--- config.mk ---
export PLATFORM = sky130hd
export DESIGN_NAME = zbaf_front
export DESIGN_NICKNAME = d
export VERILOG_FILES = /design/src/rtl/zbaf_pkg.sv /design/src/rtl/zbaf_front.sv
export SDC_FILE = /design/constraint.sdc
export NUM_CORES = 1
export LEC_CHECK = 0
export BUFFER_PORTS_ARGS = -buffer_cell sky130_fd_sc_hd__buf_2
export CAP_MARGIN = 20
export CORE_AREA = 2 2 73 75
export DETAILED_ROUTE_END_ITERATION = 6
export DIE_AREA = 0 0 75 77
export PLACE_DENSITY = 0.68
export SKIP_LAST_GASP = 1
export SLEW_MARGIN = 20
export SYNTH_ARGS = -nofsm -noshare
export SYNTH_HDL_FRONTEND = slang
export SYNTH_SLANG_ARGS = --single-unit
--- constraint.sdc ---
create_clock -name vclk -period 1.85
set_input_delay 0.185 -clock vclk [all_inputs]
set_output_delay 0.185 -clock vclk [all_outputs]
set_load 0.01 [all_outputs]
--- src/rtl/zbaf_pkg.sv ---
package zbaf_pkg;

  // Default sizes of the frame store.
  localparam int MAX_WIDTH_DEF  = 512;
  localparam int MAX_HEIGHT_DEF = 512;
  localparam int ACCUM_BITS_DEF = 32;

  // Fixed field widths.
  localparam int OP_W      = 2;
  localparam int POS_W     = 9;
  localparam int COLOR_W   = 16;
  localparam int DEPTH_W   = 16;
  localparam int BYTE_W    = 8;
  localparam int STATUS_W  = 2;
  localparam int FRAME_W   = 10;
  localparam int CFG_IDX_W = 2;
  localparam int KIND_W    = 3;
  localparam int FRAC_BITS = 12;

  localparam logic [FRAME_W-1:0] FRAME_RESET = 10'd512;

  // Operation codes of an input transaction.
  typedef enum logic [OP_W-1:0] {
    OP_CLEAR   = 2'd0,
    OP_PUT     = 2'd1,
    OP_RESOLVE = 2'd2,
    OP_NONE    = 2'd3
  } op_t;

  // Classified work handed from the front end to the back end.
  typedef enum logic [KIND_W-1:0] {
    K_CLEAR   = 3'd0,
    K_PUT     = 3'd1,
    K_RESOLVE = 3'd2,
    K_NONE    = 3'd3,
    K_OUTSIDE = 3'd4
  } kind_t;

  // Result status codes.
  localparam logic [STATUS_W-1:0] ST_DONE    = 2'd0;
  localparam logic [STATUS_W-1:0] ST_OUTSIDE = 2'd1;
  localparam logic [STATUS_W-1:0] ST_REJECT  = 2'd2;

  // Configuration register indexes.
  localparam logic [CFG_IDX_W-1:0] CFG_MODE   = 2'd0;
  localparam logic [CFG_IDX_W-1:0] CFG_WIDTH  = 2'd1;
  localparam logic [CFG_IDX_W-1:0] CFG_HEIGHT = 2'd2;

endpackage

--- src/rtl/zbaf_front.sv ---
module zbaf_front #(
  parameter int MAX_WIDTH  = 512,
  parameter int MAX_HEIGHT = 512,
  parameter int AW         = 18,
  parameter int IW         = 85
) (
  input  logic [zbaf_pkg::OP_W-1:0]    op,
  input  logic [zbaf_pkg::POS_W-1:0]   x_pos,
  input  logic [zbaf_pkg::POS_W-1:0]   y_pos,
  input  logic [zbaf_pkg::COLOR_W-1:0] red_in,
  input  logic [zbaf_pkg::COLOR_W-1:0] green_in,
  input  logic [zbaf_pkg::COLOR_W-1:0] blue_in,
  input  logic [zbaf_pkg::DEPTH_W-1:0] depth_or_samples,
  input  logic [zbaf_pkg::FRAME_W-1:0] frame_width,
  input  logic [zbaf_pkg::FRAME_W-1:0] frame_height,
  output logic [IW-1:0]                item
);
  import zbaf_pkg::*;

  logic          outside;
  logic [AW-1:0] addr;
  kind_t         kind;

  // Bounds check against both the programmed frame and the store size.
  assign outside = ({1'b0, x_pos} >= frame_width) || ({1'b0, y_pos} >= frame_height) ||
                   (32'(x_pos) >= 32'(MAX_WIDTH)) || (32'(y_pos) >= 32'(MAX_HEIGHT));

  // Row-major pixel address.
  assign addr = AW'(32'(y_pos) * 32'(MAX_WIDTH) + 32'(x_pos));

  // Classify the operation.
  always_comb begin
    unique case (op_t'(op))
      OP_CLEAR:   kind = K_CLEAR;
      OP_PUT:     kind = outside ? K_OUTSIDE : K_PUT;
      OP_RESOLVE: kind = outside ? K_OUTSIDE : K_RESOLVE;
      default:    kind = K_NONE;
    endcase
  end

  assign item = {kind, addr, red_in, green_in, blue_in, depth_or_samples};

endmodule

==> flow_metrics.tcl <==
set metrics [dict create \
    status "complete, no violations" \
    setup_viol 0 \
    cpMaxStageDelayCell "or3_1" \
    path_class "in -> out" \
    crit_family "compound AO/OA/AOI/OAI gates" \
    hold_viol_final 0 \
    portBuffers 61 \
    antenna_found_initial 0 \
    grt_first_pass_wirelength_um 3210 \
    hp-class "in -> out" \
    critPathMostFrequentCell "buf_2" \
    slew_headroom_pct 78.0 \
    synth_seq_area_share_pct 0 \
    required_ns 1.66 \
    fin_ws_ns 0.0746 \
    rows 26 \
    seq_area_um2 0 \
    synth.distinct_cells 22 \
    syn_to_final_growth_pct -14.2 \
    antenna_cells 0 \
    num-clock-buffers 0 \
    sequential_cell_total 0 \
    num_vias 758 \
    fin_hold_ws_ns 0.370 \
    num_io_pins 189 \
    hold_depth 0 \
    grt_overflow 0 \
    route.detailed.drc 0 \
    fin_tns_setup_ns 0 \
    viasPerCell 3.85 \
    worstMarginPinSlew_ns 0.329 \
    drtPass1Iterations 2 \
    layout_commonest_cell "buf_2" \
    fin_crit_ns 1.78 \
    max_freq_ghz 0.563 \
    core_area_mm2 0.00498 \
    dr.first_iter.drc_count 5 \
    gp_congestion 0.635 \
    hold_end "item[15]" \
    synth.net_count 268 \
    powerDensity_mw_per_mm2 212 \
    layout_common_cells "buf_2 (61), inv_1 (19), ha_1 (15)" \
    syn_area_mm2 0.00111 \
    fillerInstances 569 \
    antenna_left 0 \
    min_from "depth_or_samples[15]" \
    syn_inst 146 \
    pre_cts_slack_ns -0.0248 \
    cp_max_fo 3 \
    post_drt_wl_per_cell_um 12.1 \
    ir_drop_mv 0.0392 \
    grt_usage_pct 6.93 \
    fin_crit_sh_pct 96.0 \
    cp.buffers_inverters 3 \
    utilization_pct 19.2 \
    cpPeakStageDelay_ns 0.37 \
    drv_cap 0 \
    path_depth 9 \
    ys.warnings.count 0 \
    dpl.hpwl_um 2180 \
    drive_above_1_share_pct 55.9 \
    grt_max_degree 4 \
    crit_chain "buf_2 -> inv_1 -> ha_4 -> a211oi_2 -> or3_1 -> o211ai_1 -> a211oi_4 -> o21a_1 -> buf_2" \
    dieArea_mm2 0.00578 \
    dieWidth_um 75 \
    start_util_pct 22.3 \
    report.final.slew_viol_count 0 \
    avgSynthCellArea_um2 7.61 \
    final_nets 251 \
    crit_arrival_ns 1.59 \
    worstSetupEndpointType "output pin" \
    leakage_uw 0.000566 \
    die_h_um 77 \
    start_kind "input pin" \
    grt_pass1_vias 732 \
    wirelength_um 2390 \
]
how the worst max path moves through the flow:
stage	start	endpoint	slack, ns
after floorplan	y_pos[0]	item[82]	0.37
after global placement	y_pos[0]	item[82]	-0.003
after detailed placement	y_pos[0]	item[82]	-0.02
after CTS	y_pos[0]	item[83]	0.003
after global routing	y_pos[8]	item[82]	-0.0004
final	frame_width[7]	item[82]	0.07
through the flow:
step | total power [µW] | cell area [µm²] | instances
finish | 202 | 953 | 197
global route | 231 | 953 | 197
CTS | 193 | 903 | 196
detailed placement | 187 | 896 | 196
global placement | 184 | 896 | 196
floorplan | 267 | 1110 | 146
cell families after synthesis:
| family | share of synthesized area [%] |
|---|---|
| AOI/OAI and AO/OA | 10.9 |
| xor gates and xnor gates | 0.788 |
| adders and majority gates | 20.3 |
| buffers and inverters | 61.8 |
| and+or+nand+nor | 6.19 |
cells in the mapped netlist, drive strengths merged (2+ instances only):
| cell type | instances | area (µm²) |
|---|---|---|
| nand3 | 2 | 10.0 |
| nand2b | 2 | 20.0 |
| a21oi | 3 | 15.0 |
| buf | 82 | 616 |
| ha | 18 | 225 |
| o21a | 2 | 15.0 |
| a21o | 3 | 22.5 |
| a211oi | 3 | 32.5 |
| nor2 | 2 | 7.51 |
| inv | 19 | 71.3 |
cell type report:
class / instances / area (µm²) / share of cell area, %
multi-input combinational: 45 / 474 / 49.7
inverter: 19 / 71.3 / 7.48
timing repair buffer: 63 / 320 / 33.6
tap: 70 / 87.6 / 9.19
layer usage:
| metal | global-route usage, % | vias up | part of all wire [%] |
|---|---|---|---|
| li1 | - | 353 | - |
| met5 | 0 | - | 0 |
| met1 | 4.46 | 315 | 25 |
| met3 | 3.81 | 28 | 17 |
| met4 | 5.54 | 0 | 7.8 |
| met2 | 13.1 | 62 | 50 |
power breakdown:
group | total (µW) | internal, µW | switching [µW] | leakage [µW]
clock network | 0 | 0 | 0 | 0
logic | 202 | 107 | 94.9 | 0.000566
registers | 0 | 0 | 0 | 0
repair_timing:
item	CTS	global route
pin swaps	0	8
hold buffers	0	0
endpoints found under the setup margin	2	3
buffers inserted	0	1
endpoints found under the hold margin	0	0
gates resized for setup	1	4
(Power assumes the default switching activity.)
