===== config.mk =====
export PLATFORM = sky130hd
export DESIGN_NAME = zbaf_queue
export DESIGN_NICKNAME = d
export VERILOG_FILES = /design/src/rtl/zbaf_queue.sv
export SDC_FILE = /design/constraint.sdc
export NUM_CORES = 1
export LEC_CHECK = 0
export BUFFER_PORTS_ARGS = -buffer_cell sky130_fd_sc_hd__clkbuf_2
export CAP_MARGIN = 20
export CORE_MARGIN = 10
export CORE_UTILIZATION = 56
export CTS_BUF_LIST = sky130_fd_sc_hd__clkbuf_16
export CTS_CLUSTER_SIZE = 12
export DETAILED_ROUTE_END_ITERATION = 16
export PLACE_DENSITY = 0.84
export SLEW_MARGIN = 10
export SYNTH_ARGS = -nofsm -noshare
export SYNTH_HDL_FRONTEND = slang
export SYNTH_SLANG_ARGS = --single-unit

===== constraint.sdc =====
create_clock -name clk -period 12.01 [get_ports clk]
set_input_delay 1.8015 -clock clk [delete_from_list [all_inputs] [get_ports clk]]
set_output_delay 1.8015 -clock clk [all_outputs]
set_load 0.02 [all_outputs]

===== src/rtl/zbaf_queue.sv =====
module zbaf_queue #(
  parameter int DW = 85
) (
  input  logic          clk,
  input  logic          rst,
  input  logic          push,
  input  logic [DW-1:0] din,
  output logic          full,
  input  logic          pop,
  output logic [DW-1:0] dout,
  output logic          empty
);

  logic [DW-1:0] slots [2];
  logic          wp;
  logic          rp;
  logic [1:0]    cnt;

  assign full  = (cnt == 2'd2);
  assign empty = (cnt == 2'd0);
  assign dout  = slots[rp];

  // Two-entry queue pointers and fill count.
  always_ff @(posedge clk) begin
    if (rst) begin
      wp  <= 1'b0;
      rp  <= 1'b0;
      cnt <= 2'd0;
    end else begin
      if (push) wp <= ~wp;
      if (pop) rp <= ~rp;
      cnt <= cnt + 2'(push) - 2'(pop);
    end
  end

  // Payload storage.
  always_ff @(posedge clk) begin
    if (push) slots[wp] <= din;
  end

endmodule


==> results of run 1 <==
==> layout make-up <==
cell class	instances	share of cell area, %
clock buffer	17	5.302
tap	140	2.183
sequential	175	64.92
multi-input combinational	99	13.41
inverter	2	0.09356
clock inverter	15	2.245
timing repair buffer	179	11.85
==> cells by family after synthesis <==
family / after synthesis
xor gates and xnor gates: 3
DFF: 175
and+or+nand+nor: 9
adders and majority gates: 2
muxes: 85
buffers and inverters: 11
==> per-layer routing <==
layer / part of all wire, % / GRT usage [%] / vias up
li1: - / - / 1514
met1: 41 / 18.00 / 1559
met2: 47 / 22.66 / 151
met3: 11 / 8.205 / 13
met4: 1.2 / 5.492 / 0
met5: 0 / 0 / -
==> worst paths after layout <==
kind / startpoint / end / slack, ps / cells past startpoint
worst max register to register: wp / slots[0][60] / 10100 / 3
worst min-delay path: rp / flip-flop / 570 / 2
worst max-delay path: flip-flop / dout[43] / 8220 / 3
worst min register to register: rp / flip-flop / 570 / 2
==> metrics by stage <==
step           std cells  hold slack [ps]  util (%)  cell area [sq um]  total power [uW]
4_1_cts              624            553.9     72.44               7956              1463
3_5_place_dp         592            502.8     66.93               7351             908.0
5_1_grt              627            609.6     73.06               8024              1508
3_3_place_gp         592            494.0     66.93               7351             902.3
2_1_floorplan        285            479.9         -               6357             844.9
6_report             627            566.8     73.06               8024              1454
==> cell usage after synthesis <==
library cell / count
mux2_1: 50
buf_4: 1
and2_1: 1
edfxtp_1: 170
ha_1: 2
xnor3_1: 1
inv_1: 2
buf_6: 5
mux2_2: 35
xnor2_1: 2
nor2b_1: 3
nor2_1: 5
buf_2: 3
dfxtp_1: 5
==> worst max-delay path: cells and delay by family (launching register included) <==
family   cells  cell delay [ps]
mux          1              400
flops        1              650
buf+inv      2              490
==> registers in the layout, indices dropped and copies added (netlist names), named ones only <==
name and flops:
cnt 2, rp 1, slots 170, wp 1
==> power groups by stage <==
| stage | Combinational, uW | Sequential (uW) | Clock (uW) |
|---|---|---|---|
| floorplan | 110 | 735 | 0 |
| global placement | 159 | 744 | 0 |
| detailed placement | 161 | 747 | 0 |
| CTS | 163 | 734 | 567 |
| global route | 184 | 730 | 595 |
| finish | 170 | 726 | 557 |
==> results.py, run 1 <==
metrics = {
    "timing": {
        "fin_crit_ps": 3793,
        "fin_tns_setup_ps": 0,
        "fin_crit_sh_pct": 31.58,
        "rsz0062_at_grt": "false",
        "timing.slew.headroom_pct": 59.80,
        "fin_skew_ps": 8.388,
        "maxSlewViolCount": 0,
        "finalSetupViolations": 0,
        "setup_ws_ps": 8218,
        "finalHoldViolCount": 0,
        "tightest_slew_ps": 603.0,
        "max_freq_mhz": 263.7,
    },
    "yosys": {
        "yosys-top-cells-area": "edfxtp_1 80%, mux2_1 8.9%, mux2_2 6.2%",
        "yosys.area_share.simple_pct": 0.6888,
        "synth_compound_area_share_pct": 0,
        "avgSynthCellArea_sq_um": 22.31,
        "netlist-cell-type-count": 14,
        "synth_top_area_share_pct": 80.30,
        "yosysTopAreaCell": "edfxtp_1",
        "synth_nets": 376,
        "yosysWarningCount": 0,
        "seq_area_frac_synth_pct": 81.87,
        "synth-xor-area-share_pct": 0.6298,
        "ys_seq_elements": 175,
        "syn-cell-area_sq_mm": 0.006357,
        "synth_fa_ha_area_share_pct": 0.3936,
        "synthMuxAreaShare_pct": 15.06,
        "postSynthCellCount": 285,
        "synth_top_family_by_area": "multiplexers",
    },
    "cells_and_area": {
        "nNetsFinal": 565,
        "drive_gt1_share_pct": 51.13,
        "synthToLayoutAreaGrowth_pct": 26.22,
        "multi_input_area_sq_mm": 0.001076,
        "n_antenna_cell": 0,
        "nFillCells": 662,
        "final_common_cell": "clkbuf_2",
        "final_cell_mix": "175 x clkbuf_2, 170 x edfxtp_1, 50 x mux2_1",
        "regArea_sq_mm": 0.005209,
    },
    "routing": {
        "drt_first_iter_violations": 219,
        "viasPerCell": 5.163,
        "drc": 0,
        "wl_per_cell_microns": 19.46,
        "drt_first_pass_iters": 5,
        "antenna_left": 0,
        "routed_wl_microns": 12200,
        "vias": 3237,
    },
    "cts": {
        "clk_path_buf_depth": 2,
        "htree_num_levels": 4,
        "postCtsSetupBuffers": 0,
        "cts-resized-gates": 0,
        "cts_tree": "built",
        "root_buffer": "clkbuf_16",
        "insertion_delay_ps": 420,
        "cts.sinks": 175,
        "cts_made_buffers": 17,
        "hold_buffers": 0,
        "path_clk_slew_ps": 70,
    },
    "power_and_ir_drop": {
        "max-vdd-ir-drop_v": 0.0001152,
        "pwr-share-seq_pct": 50.0,
        "p_comb_share_pct": 11.7,
        "p_sw_share_pct": 23.63,
        "powerDensity_mw_per_mm2": 181.2,
        "p_switching_uw": 343.5,
        "p_leak_uw": 0.003097,
        "p_clk_share_pct": 38.3,
        "p_int_uw": 1110,
    },
    "status": {
        "status": "complete, no violations",
    },
    "placed_design": {
        "dp_hpwl_microns": 8139,
        "io_buffers": 175,
        "gp_congestion": 0.7153,
        "place_ws_ps": 7974,
    },
    "setup_path": {
        "path_max_fanout": 52,
        "cp_data_arrival_time_ps": 1990,
        "critPathMaxStageDelay_ps": 650,
        "start_kind": "flip-flop",
        "criticalPathCategory": "flip-flop to output pin",
        "cp_cell_sequence": "buf_16 -> mux2_1 -> clkbuf_2",
        "worstPathRequired_ps": 10210,
        "cp_slowest_cell": "dfxtp_4",
        "end_kind": "output pin",
    },
    "grt": {
        "grt_max_degree": 86,
        "track_usage_pct": 15.07,
        "antenna_found_initial": 0,
        "grt_pass1_vias": 3461,
        "grt_pass1_wl_microns": 18660,
        "overflow": 0,
    },
    "flow_run": {
        "maxCapViolations": 0,
    },
    "floorplan": {
        "ios": 176,
        "core_sq_mm": 0.01098,
        "fp.dieW_microns": 126.5,
        "dieArea_sq_mm": 0.01601,
        "start_util_pct": 57.88,
        "fp-row-count": 38,
        "die_h_microns": 126.5,
    },
    "worst_hold_path": {
        "hold_path_class": "flip-flop to flip-flop",
    },
}
Power figures use the tool's default switching activity.
==> run 2, diff against run 1 <==
- CORE_UTILIZATION: 56 -> 52
- PLACE_DENSITY: 0.84 -> 0.78
- clock period: 12.01 -> 3.5 ns (I/O delays scaled with it)
==> results.py, run 2 (synthesized netlist as in run 1, its figures left out) <==
metrics = {
    "routing": {
        "wl_per_cell_microns": 19.78,
        "viasPerCell": 5.082,
        "antenna_left": 0,
        "routed_wl_microns": 12540,
        "drt_first_iter_violations": 194,
        "drc": 0,
        "drt_first_pass_iters": 4,
        "vias": 3222,
    },
    "cts": {
        "htree_num_levels": 4,
        "hold_buffers": 0,
        "root_buffer": "clkbuf_16",
        "cts-resized-gates": 0,
        "clk_path_buf_depth": 2,
        "insertion_delay_ps": 420,
        "postCtsSetupBuffers": 0,
        "cts_tree": "built",
        "cts_made_buffers": 17,
        "cts.sinks": 175,
        "path_clk_slew_ps": 60,
    },
    "cells_and_area": {
        "finalNonFillerCells": 634,
        "final_common_cell": "clkbuf_2",
        "synthToLayoutAreaGrowth_pct": 24.31,
        "final_cell_mix": "175 x clkbuf_2, 170 x edfxtp_1, 50 x mux2_1",
        "reg_top3": "slots (170), cnt (2)",
        "largest_reg_flops": 170,
        "top_register": "slots",
        "drive_gt1_share_pct": 49.38,
        "fin_util_pct": 65.79,
        "design_area_sq_mm": 0.007903,
        "nNetsFinal": 565,
    },
    "setup_path": {
        "regToRegSetupSlack_ps": 1740,
        "path_max_fanout": 50,
        "start_kind": "flip-flop",
        "timing.rr.start": "wp",
        "criticalPathCategory": "flip-flop to output pin",
        "end_kind": "output pin",
        "cp_data_arrival_time_ps": 2030,
        "worstPathRequired_ps": 2970,
        "rr_worst_depth": 2,
        "rr_endpoint": "slots[0][52]",
    },
    "timing": {
        "fin_crit_sh_pct": 73.01,
        "finalSetupViolations": 0,
        "fin_skew_ps": 8.652,
        "timing.slew.headroom_pct": 51.76,
        "rsz0062_at_grt": "false",
        "setup_ws_ps": 944.7,
        "fin_crit_ps": 2555,
        "finalHoldViolCount": 0,
        "maxSlewViolCount": 0,
        "fin_tns_setup_ps": 0,
        "max_freq_mhz": 391.3,
        "tightest_slew_ps": 723.6,
    },
    "worst_hold_path": {
        "hold_path_class": "input pin to flip-flop",
        "whs_path_depth": 1,
        "hold_start": "din[83]",
        "hold_path_end": "slots[1][83]",
    },
    "grt": {
        "overflow": 0,
        "grt_pass1_vias": 3522,
        "grt_pass1_wl_microns": 18730,
        "grt_max_degree": 51,
        "antenna_found_initial": 0,
        "track_usage_pct": 14.80,
    },
    "placed_design": {
        "gp_congestion": 0.7118,
        "dp_hpwl_microns": 8821,
        "io_buffers": 175,
        "post-place-cells": 602,
        "postPlaceCellArea_sq_mm": 0.007407,
        "place_ws_ps": 1341,
    },
    "floorplan": {
        "ios": 176,
        "start_util_pct": 52.93,
        "dieArea_sq_mm": 0.01705,
        "core_sq_mm": 0.01201,
        "fp-row-count": 40,
        "die_h_microns": 130.6,
        "fp.dieW_microns": 130.6,
    },
    "status": {
        "status": "complete, no violations",
    },
    "flow_run": {
        "maxCapViolations": 0,
    },
    "power_and_ir_drop": {
        "powerDensity_mw_per_mm2": 586.7,
        "max-vdd-ir-drop_v": 0.0003269,
        "p_leak_uw": 0.003047,
    },
}
==> run 2: worst max-delay path by stage <==
stage	startpoint	to	slack, ps	cells past startpoint
2_1_floorplan	push	slots[0][0]	320	1
3_3_place_gp	flip-flop	dout[25]	1380	3
3_5_place_dp	push	slots[0][37]	1340	3
4_1_cts	flip-flop	dout[41]	900	3
5_1_grt	flip-flop	dout[47]	820	3
6_report	flip-flop	dout[37]	940	3
==> run 2: final cells by class <==
class,count,area (sq um)
antenna,1,2.502
clock inverter,14,67.56
fill,836,4109
timing repair buffer,179,930.9
clock buffer,17,425.4
multi-input combinational,99,1076
tap,147,183.9
inverter,2,7.507
sequential,175,5209
==> run 2: critical path, cell delays in order (launching register included) <==
cell	delay [ps]
dfxtp_4	660
buf_12	340
mux2_1	390
clkbuf_2	170
==> run 2: per-stage QoR <==
step / hold WS (ps) / power [uW]
after CTS: 277.7 / 4687
after detailed placement: 509.7 / 3127
final: 294.5 / 4636
after floorplan: 479.9 / 2895
after global placement: 492.4 / 3104
after global routing: 282.5 / 4818
==> run 2: where the power goes <==
part	switching [uW]	total [uW]	internal, uW
Combinational	352	578	226
Sequential	47.7	2490	2450
Clock	690	1560	874
==> run 2: routing by layer <==
metal  vias up  global-route usage, %  share of wire (%)
li1       1506                      -                  -
met4         0                  6.998                1.8
met1      1565                  17.01                 39
met5         -                      0                  0
met3        17                  5.963                9.9
met2       134                  23.82                 49
==> run 3, diff against run 2 <==
- clock period: 3.5 -> 2.38 ns (I/O delays scaled with it)
==> results.py, run 3 (synthesized netlist as in run 1, its figures left out) <==
metrics = {
    "status": {
        "status": "complete, no violations",
    },
    "setup_path": {
        "crit_buf_inv": 2,
        "crit_family": "flip-flops",
        "start_kind": "flip-flop",
        "cp_data_arrival_time_ps": 1870,
        "cp_cell_sequence": "buf_12 -> mux2_2 -> clkbuf_2",
        "cp_slowest_cell": "dfxtp_4",
        "critPathMaxStageDelay_ps": 580,
        "end_kind": "output pin",
        "path_max_fanout": 45,
        "worstPathRequired_ps": 2020,
        "criticalPathCategory": "flip-flop to output pin",
        "timing.rr.start": "wp",
    },
    "placed_design": {
        "gp_congestion": 0.7471,
        "place_ws_ps": 553.7,
        "dp_hpwl_microns": 8760,
        "post-place-cells": 605,
        "io_buffers": 175,
    },
    "routing": {
        "wl_met3_microns": 1186,
        "wl_met2_microns": 6160,
        "antenna_left": 0,
        "vias": 3227,
        "wl_per_cell_microns": 19.44,
        "drt_first_iter_violations": 175,
        "routed_wl_microns": 12380,
        "drt_first_pass_iters": 4,
        "drc": 0,
        "viasPerCell": 5.066,
        "met1_length_microns": 4714,
        "highest_layer": "met4",
    },
    "cells_and_area": {
        "synthToLayoutAreaGrowth_pct": 27.32,
        "final_common_cell": "clkbuf_2",
        "final_cell_mix": "175 x clkbuf_2, 170 x edfxtp_1, 50 x mux2_1",
        "n_antenna_cell": 0,
        "largest_reg_flops": 170,
        "reg_top3": "slots (170), cnt (2)",
        "nNetsFinal": 568,
        "top_register": "slots",
        "fin_util_pct": 67.39,
        "finalNonFillerCells": 637,
        "drive_gt1_share_pct": 50.41,
        "nFillCells": 809,
    },
    "power_and_ir_drop": {
        "p_switching_uw": 1637,
        "total_power_uw": 7519,
        "powerDensity_mw_per_mm2": 929.0,
        "p_comb_share_pct": 11.5,
        "max-vdd-ir-drop_v": 0.0005560,
        "p_int_uw": 5883,
        "p_leak_uw": 0.003136,
        "p_sw_share_pct": 21.76,
        "pwr-share-seq_pct": 48.7,
        "p_clk_share_pct": 39.9,
    },
    "cts": {
        "path_clk_slew_ps": 60,
        "clk_path_buf_depth": 2,
        "postCtsSetupBuffers": 0,
        "insertion_delay_ps": 420,
        "cts_tree": "built",
        "cts.sinks": 175,
        "hold_buffers": 0,
        "root_buffer": "clkbuf_16",
        "htree_num_levels": 4,
        "cts-resized-gates": 0,
        "cts_made_buffers": 17,
    },
    "floorplan": {
        "dieArea_sq_mm": 0.01705,
        "core_sq_mm": 0.01201,
        "fp.dieW_microns": 130.6,
        "start_util_pct": 52.93,
        "fp-row-count": 40,
        "die_h_microns": 130.6,
        "ios": 176,
    },
    "timing": {
        "tightest_slew_ps": 488.6,
        "finalSetupViolations": 0,
        "finalHoldViolCount": 0,
        "rsz0062_at_grt": "false",
        "max_freq_mhz": 448.4,
        "fin_tns_setup_ps": 0,
        "timing.slew.headroom_pct": 67.43,
        "fin_crit_ps": 2230,
        "maxSlewViolCount": 0,
        "fin_skew_ps": 5.738,
        "fin_crit_sh_pct": 93.70,
        "setup_ws_ps": 150.0,
    },
    "grt": {
        "grt_max_degree": 63,
        "antenna_found_initial": 1,
        "grt_pass1_vias": 3679,
        "grt_pass1_wl_microns": 19000,
        "track_usage_pct": 14.95,
        "overflow": 0,
    },
    "flow_run": {
        "maxCapViolations": 0,
    },
    "worst_hold_path": {
        "hold_start": "din[31]",
        "hold_path_class": "input pin to flip-flop",
    },
}
-- run 3: cell types whose count changed in the layout (fill, tap and decap cells not counted) --
| cell | previous run | this run |
|---|---|---|
| clkinvlp_4 | 3 | 0 |
| clkinv_4 | 0 | 2 |
| buf_4 | 2 | 4 |
| inv_1 | 9 | 5 |
| buf_12 | 2 | 3 |
| bufinv_16 | 0 | 6 |
| clkinv_1 | 1 | 2 |
| clkinv_2 | 3 | 2 |
| diode_2 | 1 | 0 |
-- run 3: path summary, 6_finish.rpt --
path	slack (ps)	to	depth (start not counted)
worst min-delay path	120	slots[0][31]	1
worst max-delay path	150	dout[20]	3
worst max register to register	810	slots[1][28]	2
worst min register to register	550	rp	2
-- run 3: layout make-up --
type / count / area, sq um / share of cell area [%]
Clock inverter: 15 / 226.5 / 2.798
Clock buffer: 17 / 425.4 / 5.256
Inverter: 2 / 7.507 / 0.09275
Timing Repair Buffer: 182 / 965.9 / 11.93
Sequential cell: 175 / 5209 / 64.35
Multi-Input combinational cell: 99 / 1076 / 13.29
Tap cell: 147 / 183.9 / 2.272
-- run 3: per-stage QoR --
stage                     hold WS, ps  area [sq um]
after floorplan                 428.6          6366
after global placement          496.5          7442
after detailed placement        541.7          7442
after CTS                       98.65          8094
after global routing            101.3          8094
final                           122.9          8094
-- run 3: layer usage --
layer / GRT usage [%] / vias to the layer above
met5: 0 / -
li1: - / 1509
met2: 24.65 / 135
met3: 6.608 / 23
met4: 7.521 / 0
met1: 16.09 / 1560
-- run 3: power by group through the flow --
| stage | Combinational [uW] | Clock (uW) | Sequential [uW] |
|---|---|---|---|
| after floorplan | 555 | 0 | 3700 |
| after global placement | 862 | 0 | 3710 |
| after detailed placement | 879 | 0 | 3730 |
| after CTS | 883 | 3060 | 3660 |
| after global routing | 931 | 3180 | 3680 |
| final | 861 | 3000 | 3660 |
